File: config.mk
export PLATFORM = sky130hd
export DESIGN_NAME = nss_isqrt
export DESIGN_NICKNAME = d
export VERILOG_FILES = /design/src/design/nss_pkg.sv /design/src/design/nss_isqrt.sv
export SDC_FILE = /design/constraint.sdc
export NUM_CORES = 1
export LEC_CHECK = 0
export BUFFER_PORTS_ARGS = -buffer_cell sky130_fd_sc_hd__buf_2
export CORE_UTILIZATION = 60
export DETAILED_ROUTE_END_ITERATION = 16
export PLACE_DENSITY_LB_ADDON = 0.3
export REMOVE_ABC_BUFFERS = 1
export SLEW_MARGIN = 20
export SYNTH_ARGS = -nofsm -noshare
export SYNTH_HDL_FRONTEND = slang
export SYNTH_SLANG_ARGS = --single-unit
File: constraint.sdc
create_clock -name clock -period 4.8 [get_ports clock]
set_clock_uncertainty 0.15 [all_clocks]
set_input_delay 0.48 -clock clock [delete_from_list [all_inputs] [get_ports clock]]
set_output_delay 0.48 -clock clock [all_outputs]
set_load 0.02 [all_outputs]
File: src/design/nss_pkg.sv
// ----------------------------------------------------------------------------
// nss_pkg: shared types and constants of the nearest station search
// Field widths, request codes, sequencer states and sizing helpers.
// ----------------------------------------------------------------------------
`timescale 1ns / 1ps
`default_nettype none

package nss_pkg;

   // Payload field widths.
   localparam int COORD_W = 24;
   localparam int TAG_W   = 8;
   localparam int VALUE_W = 32;
   localparam int REQ_W   = 2;

   // Squares, radicand, root and partial remainder widths.
   localparam int SQ_W    = 2 * COORD_W;
   localparam int RAD_W   = SQ_W + 2;
   localparam int ROOT_W  = RAD_W / 2;
   localparam int REM_W   = ROOT_W + 3;
   localparam int STEP_W  = $clog2(ROOT_W + 1);

   // One table entry as stored in memory.
   localparam int ENTRY_W = 2 * COORD_W + TAG_W + VALUE_W;

   // Default table capacity.
   localparam int MAX_STATIONS_DEF = 64;

   // Request codes.
   localparam logic [REQ_W-1:0] REQ_LOAD  = 2'd0;
   localparam logic [REQ_W-1:0] REQ_QUERY = 2'd1;
   localparam logic [REQ_W-1:0] REQ_CLEAR = 2'd2;

   // Query sequencer states.
   typedef enum logic [2:0] {
      ST_IDLE,
      ST_READ,
      ST_DIFF,
      ST_SQX,
      ST_SQY,
      ST_ROOT,
      ST_WAIT
   } state_type;

endpackage

`default_nettype wire

File: src/design/nss_isqrt.sv
// ----------------------------------------------------------------------------
// nss_isqrt: iterative integer square root
// Restoring square root, one root bit per cycle, truncated result.
// ----------------------------------------------------------------------------
`timescale 1ns / 1ps
`default_nettype none

module nss_isqrt (
   input  wire logic                         clock,
   input  wire logic                         reset,
   input  wire logic                         start,
   input  wire logic [nss_pkg::RAD_W-1:0]    radicand,
   output logic                              done,
   output logic      [nss_pkg::ROOT_W-1:0]   root
);

   import nss_pkg::*;

   logic [RAD_W-1:0]  rad_ff,  rad_in;
   logic [REM_W-1:0]  rem_ff,  rem_in;
   logic [ROOT_W-1:0] root_ff, root_in;
   logic [STEP_W-1:0] step_ff, step_in;
   logic              busy_ff, busy_in;
   logic              done_ff, done_in;
   logic [REM_W-1:0]  rem_shift;
   logic [REM_W-1:0]  trial;

   // Bring down the next two radicand bits and try the next root bit.
   assign rem_shift = {rem_ff[REM_W-3:0], rad_ff[RAD_W-1 -: 2]};
   assign trial     = {1'b0, root_ff, 2'b01};

   always_comb begin
      rad_in  = rad_ff;
      rem_in  = rem_ff;
      root_in = root_ff;
      step_in = step_ff;
      busy_in = busy_ff;
      done_in = 1'b0;
      if (start) begin
         rad_in  = radicand;
         rem_in  = '0;
         root_in = '0;
         step_in = STEP_W'(ROOT_W);
         busy_in = 1'b1;
      end else if (busy_ff) begin
         rad_in = {rad_ff[RAD_W-3:0], 2'b00};
         if (rem_shift >= trial) begin
            rem_in  = rem_shift - trial;
            root_in = {root_ff[ROOT_W-2:0], 1'b1};
         end else begin
            rem_in  = rem_shift;
            root_in = {root_ff[ROOT_W-2:0], 1'b0};
         end
         step_in = step_ff - 1'b1;
         if (step_ff == STEP_W'(1)) begin
            busy_in = 1'b0;
            done_in = 1'b1;
         end
      end
   end

   // Control state is reset; the datapath is not.
   always_ff @(posedge clock) begin
      if (reset) begin
         busy_ff <= 1'b0;
         done_ff <= 1'b0;
      end else begin
         busy_ff <= busy_in;
         done_ff <= done_in;
      end
      rad_ff  <= rad_in;
      rem_ff  <= rem_in;
      root_ff <= root_in;
      step_ff <= step_in;
   end

   assign done = done_ff;
   assign root = root_ff;

endmodule

`default_nettype wire

==> Word-level counts from Yosys, hierarchy flattened <==
Index checks and enable logic that the tools add are counted.
{ "classes": {"addsub": 2, "n_mul": 0, "n_div": 0, "n_lt_le_gt_ge": 1, "n_eq_ne": 1, "n_shift": 0, "n_mux": 8, "n_bitwise": 1, "n_reduce_logical": 2} }
{ "op_table": {"columns": ["op", "n"], "rows": [
  ["$mux 50", 2],
  ["$ge 28x27->1", 1],
  ["$mux 26", 1],
  ["$sub 26x26->26", 1],
  ["$eq 5x1->1 const B", 1],
  ["$mux 1", 5],
  ["$sub 5x1->5 const B", 1],
  ["$reduce_or 3->1", 1],
  ["$reduce_bool 2->1", 1],
  ["$not 1->1", 1]
]} }
{ "totals": {"ff_bits": 108, "latchBits": 0, "ramBits": 0, "mem_bits_ro": 0, "inputBits": 53, "out_inout_bits": 26, "mem_count": 0} }

==> Logic depth before layout (Yosys ltp) <==
Gate-level depths: netlist (run 1).
{ "logic_depth": {"ltp_word": 4, "depth_mapped": 12, "mapped_depth_nobuf": 10} }

==> Worst setup path after synthesis (run 1) <==
Ideal clock, no wire load.
{ "synth_timing": {"kind": "reg-to-reg", "startpoint": "reg root_ff[0] (netlist: root[0])", "endpoint": "reg rem_ff[16]", "arrival_time_ns": 2.410, "t_required_ns": 4.513, "setup_slack_ns": 2.103, "stages_incl_launch_ff": 11, "n_path_buf": 1, "synth_period_minus_slack_ns": 2.697, "path_cell_list": "dfxtp_1 -> inv_1 -> ha_1 -> nor2b_1 -> o31a_1 -> o41ai_2 -> o211ai_2 -> o21ai_4 -> buf_4 -> mux2i_1 -> a211oi_2"} }
{ "synth_between": {"elab_chain_len": 2, "word_cells_on_any_way": 3, "classes_between": "add/sub (1); order compare (1); mux (1)"} }
{ "synth_rtl": {"columns": ["element", "line", "rtl"], "rows": [
  ["from (decl)", "nss_isqrt.sv:21", "logic [ROOT_W-1:0] root_ff, root_in;"],
  ["from (signal assigned)", "nss_isqrt.sv:73", "root_ff <= root_in;"],
  ["$sub 26x26->26 or $ge 28x27->1 (tied branches)", "nss_isqrt.sv:48, nss_isqrt.sv:47", null],
  ["$mux 26 (*)", "nss_isqrt.sv:47", "if (rem_shift >= trial) begin"],
  ["to (signal assigned)", "nss_isqrt.sv:72", "rem_ff <= rem_in;"],
  ["to (decl)", "nss_isqrt.sv:20", "logic [REM_W-1:0] rem_ff, rem_in;"]
]} }
Mark *: on every way between the ends. The rest lies on a longest branch, timed or not.
A chain may end at the register's enable or synchronous reset.

==> Worst setup path after layout (run 1) <==
{ "layout_timing": {"startpoint": "reg root_ff[12] (netlist: root[12])", "endpoint": "reg rem_ff[16]"} }
Same word-level chain as after synthesis.

==> results.txt, run 1 <==
status = finished clean
GRT overflow = 0
Slew @ Worst Pin = 1.00 ns
Non-Filler Instances = 759
Post-synth EDFFs = 50
RD Place Congestion = 0.946
Mean Syn Cell Area = 10.4 um^2
TritonCTS clock tree = built
chip height = 100 um
crit path time final = 3.19 ns
post-route ant nets = 0
ANT cells = 0
startpoint class of the critical path = flip-flop
Via Count = 4335
DIE WIDTH = 100 um
worst-path fanout max = 31
first-pass GRT wire length = 18.9 mm
Post-DP Area = 6260 um^2
fin area = 6480 um^2
Starting DRT DRC Count = 248
dpl hpwl = 7.71 mm
effective utilization at floorplan = 0.625
slowest stage delay, CP = 0.48 ns
final worst setup slack = 1.61 ns
synth warn = 0
Tot GR Track Use = 0.236
share of cells above drive strength 1 = 0.260
maxcap violations = 0
synthesized instance count = 559
most frequent cells in the layout = buf_2 (77), nor2_1 (71), dfxtp_1 (57), edfxtp_1 (50), mux2_2 (49)
vias per cell = 5.71
max frequency = 0.314 GHz
worst slew slack as a fraction of its limit = 0.331
Setup WS pre-CTS = 1.43 ns
row count = 35
Final Core Density = 0.699
final setup TNS = 0 ns
Fill cells = 727
final setup fails = 0
Yosys reg bits = 108
CTS clk-pin slew, worst paths = 0.11 ns
CTS hold repair buffers = 0
largest net degree at the start of global routing = 62
P per Cell Area = 690 nW/um^2
worst IR drop on VDD = 0.000688 V
Die ar. = 10100 um^2
post-cts sizing count = 0
port buffer count = 78
RSZ-0062 raised after global routing = no
core box area = 9280 um^2
crit path kind = flip-flop to flip-flop
number of CTS-inserted buffers = 9
class of the worst hold path = input pin to flip-flop
Fin. Hold Viols = 0
H-Tree Level Count = 3
Area Growth Syn to Fin = 11.8%
Residual DRC = 0
Root Buffer = clkbuf_8
DR WL/cell = 15.0 um
CTS sink cnt = 108
CP cell instances = inv_1 > ha_1 > o21ai_0 > o211ai_1 > a221oi_2 > o211ai_2 > o21ai_4 > buf_16 > mux2i_1 > a211oi_2
dominant cells by area after synthesis = edfxtp_1 (26%), dfxtp_1 (20%), mux2_2 (9.5%), ha_1 (6.3%), nor2_1 (4.7%)
deepest clock path buffer count = 2
CP required = 4.89 ns
Final Cycle Share = 0.664
Worst Path Arrival = 3.27 ns
Ports = 79
Worst-Skew Late Latency = 0.37 ns
DP Cell Count = 742
final net count = 707
largest area contributor in the netlist = edfxtp_1
commonest register cell after synthesis = dfxtp_1
Slew Limit Fails = 0
footprint of the multi-input gates = 2910 um^2
Crit-path slowest cell = o21ai_4
P_leak = 2.62 nW
Final Power = 4.47 mW
vias in the first global route = 4169
Post-synth ARST share = 0
Cell variety after synth = 61
worst hold stages = 2
routed wire length = 11.4 mm
Synth top area share = 0.259
post-CTS setup buffer count = 0
Detailed Routing Iterations Pass 1 = 4
Mapped Area = 5800 um^2
Hold WS = 0.121 ns
initial antenna violation count = 0
register area share after synthesis = 0.459
R2R cell count = 10
Storage cell area = 2660 um^2
most common cell after layout, fill and taps aside = buf_2
Critical Path End Type = flip-flop
logic make-up after synthesis:
| logic type | after synthesis | share of synthesized area |
|---|---|---|
| and+or+nand+nor | 146 | 0.112 |
| DFF | 108 | 0.459 |
| xor gates and xnor gates | 23 | 0.0347 |
| buffers and inverters | 58 | 0.0395 |
| adders and majority gates | 29 | 0.0625 |
| muxes | 74 | 0.138 |
| AOI/OAI and AO/OA | 121 | 0.154 |
critical path, delay by kind of cell, from the launching register on:
| family | cells | cell delay [ns] |
|---|---|---|
| AO/OA/AOI/OAI | 6 | 1.55 |
| flip-flops | 1 | 0.39 |
| adder cells (fa/ha/maj) | 1 | 0.39 |
| buffers and inverters | 2 | 0.30 |
| multiplexers | 1 | 0.25 |
metal layers:
metal,vias to the layer above,part of all wire,track usage
li1,2173,-,-
met1,2054,0.45,0.299
met2,98,0.49,0.401
met3,10,0.054,0.0508
met4,0,0.011,0.0736
met5,-,0,0
final timing paths:
| check | startpoint | to | slack (ns) |
|---|---|---|---|
| worst min register to register | rem_ff[8] | rem_ff[8] | 0.33 |
| worst min-delay path | reset | busy_ff | 0.12 |
| worst max register to register | root[12] | rem_ff[16] | 1.61 |
| worst max-delay path | root[12] | rem_ff[16] | 1.61 |
cell type report:
| cell class | count | share of cell area |
|---|---|---|
| Timing Repair Buffer | 81 | 0.0671 |
| Clock buffer | 10 | 0.0197 |
| Clock inverter | 6 | 0.00965 |
| Multi-Input combinational cell | 393 | 0.449 |
| Inverter | 32 | 0.0185 |
| Sequential cell | 108 | 0.411 |
| Tap cell | 129 | 0.0249 |
registers in the layout (all words and copies together), names as in the netlist:
name / cells
busy_ff: 1
done: 1
rad_ff: 50
rem_ff: 26
root: 25
step_ff: 5
report_power, final:
part | internal (mW) | leakage [nW] | switching (mW)
clock network | 0.204 | 0.0965 | 0.346
logic | 1.17 | 1.55 | 1.54
registers | 1.12 | 0.976 | 0.0986
total | 2.49 | 2.62 | 1.98
cell usage after synthesis, types with 3 or more instances:
cell type   n
nor2_1     72
dfxtp_1    58
edfxtp_1   50
mux2_2     49
nand2_1    33
inv_1      32
ha_1       29
a21oi_1    28
mux2i_1    25
clkbuf_1   16
o21ai_0    14
xnor2_1    13
a211oi_1   11
o21ai_1    10
xor2_1     10
nand3_1     9
a21o_1      8
nor3_1      7
a32oi_1     6
buf_1       5
nand2b_1    5
o21a_1      5
nand4_1     4
o211ai_1    4
a211o_1     3
buf_2       3
nor2b_1     3
o311ai_1    3
(Power assumes the default switching activity.)
==> run 2: changes to the inputs <==
--- a/config.mk
+++ b/config.mk
@@ -6,7 +6,7 @@
 export NUM_CORES = 1
 export LEC_CHECK = 0
 export BUFFER_PORTS_ARGS = -buffer_cell sky130_fd_sc_hd__buf_2
-export CORE_UTILIZATION = 60
+export CORE_UTILIZATION = 52
 export DETAILED_ROUTE_END_ITERATION = 16
 export PLACE_DENSITY_LB_ADDON = 0.3
 export REMOVE_ABC_BUFFERS = 1
==> constraint.sdc (replaced) <==
create_clock -name clock -period 2.7 [get_ports clock]
set_clock_uncertainty 0.15 [all_clocks]
set_input_delay 0.27 -clock clock [delete_from_list [all_inputs] [get_ports clock]]
set_output_delay 0.27 -clock clock [all_outputs]
set_load 0.02 [all_outputs]
==> results.txt, run 2 (synthesis gave the netlist of run 1 again) <==
Seq pwr share = 0.201 (was 0.272)
first-pass GRT wire length = 20.5 mm (was 18.9 mm)
dpl hpwl = 8.51 mm (was 7.71 mm)
TritonCTS clock tree = built (unchanged)
P per Cell Area = 1480 nW/um^2 (was 690 nW/um^2)
worst min-delay path startpoint = radicand[1] (was reset)
Detailed Routing Iterations Pass 1 = 5 (was 4)
Post-DP Area = 6560 um^2 (was 6260 um^2)
Via Count = 4639 (was 4335)
final setup fails = 6 (was 0)
register name with the most flops = rad_ff (unchanged)
fin area = 7430 um^2 (was 6480 um^2)
clock power share = 0.091 (was 0.123)
CP required = 2.81 ns (was 4.89 ns)
final net count = 767 (was 707)
Pint = 6.46 mW (was 2.49 mW)
max reg flops = 50 (unchanged)
Gate power share = 0.709 (was 0.605)
effective utilization at floorplan = 0.535 (was 0.625)
class of the worst hold path = input pin to flip-flop (unchanged)
violated checks = setup timing
Area Growth Syn to Fin = 28.0% (was 11.8%)
RSZ-0062 raised after global routing = yes (was no)
Ports = 79 (unchanged)
row count = 38 (was 35)
final worst setup slack = -0.0247 ns (was 1.61 ns)
worst-path fanout max = 4 (was 31)
max frequency = 0.367 GHz (was 0.314 GHz)
status = finished, violations left (was finished clean)
Final Power = 11.0 mW (was 4.47 mW)
ANT cells = 0 (unchanged)
Residual DRC = 0 (unchanged)
RD Place Congestion = 0.900 (was 0.946)
worst r2r src = rad_ff[48] (was root[12])
worst IR drop on VDD = 0.00117 V (was 0.000688 V)
Die ar. = 11600 um^2 (was 10100 um^2)
Slew Limit Fails = 0 (unchanged)
post-route ant nets = 0 (unchanged)
crit path time final = 2.72 ns (was 3.19 ns)
Starting DRT DRC Count = 210 (was 248)
routed wire length = 13.2 mm (was 11.4 mm)
DIE WIDTH = 108 um (was 100 um)
share of cells above drive strength 1 = 0.416 (was 0.260)
maxcap violations = 0 (unchanged)
DR WL/cell = 15.9 um (was 15.0 um)
crit path kind = flip-flop to flip-flop (unchanged)
vias per cell = 5.59 (was 5.71)
largest net degree at the start of global routing = 51 (was 62)
Worst-Skew Late Latency = 0.39 ns (was 0.37 ns)
Critical Path End Type = flip-flop (unchanged)
number of CTS-inserted buffers = 9 (unchanged)
GRT overflow = 0 (unchanged)
CP Launch Point = rad_ff[48] (was root[12])
Hold WS = 0.0203 ns (was 0.121 ns)
H-Tree Level Count = 3 (unchanged)
chip height = 108 um (was 100 um)
Root Buffer = clkbuf_8 (unchanged)
CTS clk-pin slew, worst paths = 0.10 ns (was 0.11 ns)
vias in the first global route = 4544 (was 4169)
Psw = 4.52 mW (was 1.98 mW)
CTS sink cnt = 108 (unchanged)
switching share of total power = 0.412 (was 0.443)
startpoint class of the critical path = flip-flop (unchanged)
P_leak = 3.01 nW (was 2.62 nW)
initial antenna violation count = 0 (unchanged)
Final Cycle Share = 1.01 (was 0.664)
Fin. Hold Viols = 0 (unchanged)
Final Core Density = 0.685 (was 0.699)
Tot GR Track Use = 0.225 (was 0.236)
Worst Path Arrival = 2.83 ns (was 3.27 ns)
Slew @ Worst Pin = 0.671 ns (was 1.00 ns)
core box area = 10800 um^2 (was 9280 um^2)
most common cell after layout, fill and taps aside = buf_2 (unchanged)
most frequent cells in the layout = buf_2 (77), nor2_1 (67), buf_4 (54), edfxtp_1 (50), mux2_2 (49) (was buf_2 (77), nor2_1 (71), dfxtp_1 (57), edfxtp_1 (50), mux2_2 (49))
worst slew slack as a fraction of its limit = 0.552 (was 0.331)
deepest clock path buffer count = 2 (unchanged)
port buffer count = 78 (unchanged)
## run 2: path summary, 6_finish.rpt
kind	end	slack, ns	depth (start not counted)
worst max-delay path	rem_ff[14]	-0.02	10
worst min register to register	rem_ff[0]	0.35	2
worst min-delay path	rad_ff[1]	0.02	2
worst max register to register	rem_ff[14]	-0.02	10
## run 2: timing repair
item / CTS / global route
hold buffers: 2 / 0
endpoints found under the setup margin: 23 / 24
hold endpoints to repair: 3 / 0
pin swaps: 5 / 32
gates cloned: 0 / 3
gates resized for setup: 9 / 77
buffers inserted: 2 / 21
## run 2: routing by layer
layer / wire [um] / global-route usage / up-vias
li1: - / - / 2277
met5: 0 / 0 / -
met3: 530 / 0.0508 / 20
met2: 6580 / 0.389 / 107
met4: 247 / 0.0939 / 0
met1: 5840 / 0.267 / 2235
## run 2: power by group through the flow
stage                     Clock (mW)  Sequential, mW  Combinational (mW)
after floorplan                    0            2.16                3.61
after global routing            1.07            2.23                8.34
after global placement             0            2.19                5.09
after CTS                       1.02            2.16                5.42
final                          0.995            2.20                7.78
after detailed placement           0            2.19                5.23
## run 2: per-stage QoR
| step | std cells | TNS [ns] | setup WS (ns) |
|---|---|---|---|
| after CTS | 806 | 0 | 0.0212 |
| after global routing | 830 | -2.11 | -0.148 |
| after global placement | 786 | 0 | 0.0249 |
| after floorplan | 533 | -65.70 | -1.17 |
| after detailed placement | 786 | -0.817 | -0.0918 |
| final | 830 | -0.104 | -0.0247 |
## run 2: cell type report
type / instances / area, um^2
sequential: 108 / 2690
clock buffer: 11 / 131
multi-input combinational: 393 / 3290
fill: 817 / 3410
inverter: 32 / 120
tap: 140 / 175
clock inverter: 5 / 58.8
timing repair buffer: 141 / 968
## run 2: critical path: stages, from the launching register on
cell and delay [ns]:
edfxtp_1 0.46, inv_2 0.12, ha_4 0.16, nor2b_4 0.05
o31a_1 0.30, buf_4 0.15, o41a_1 0.51, o2bb2ai_2 0.18
a311o_1 0.35, nand3_1 0.08, o311ai_1 0.08
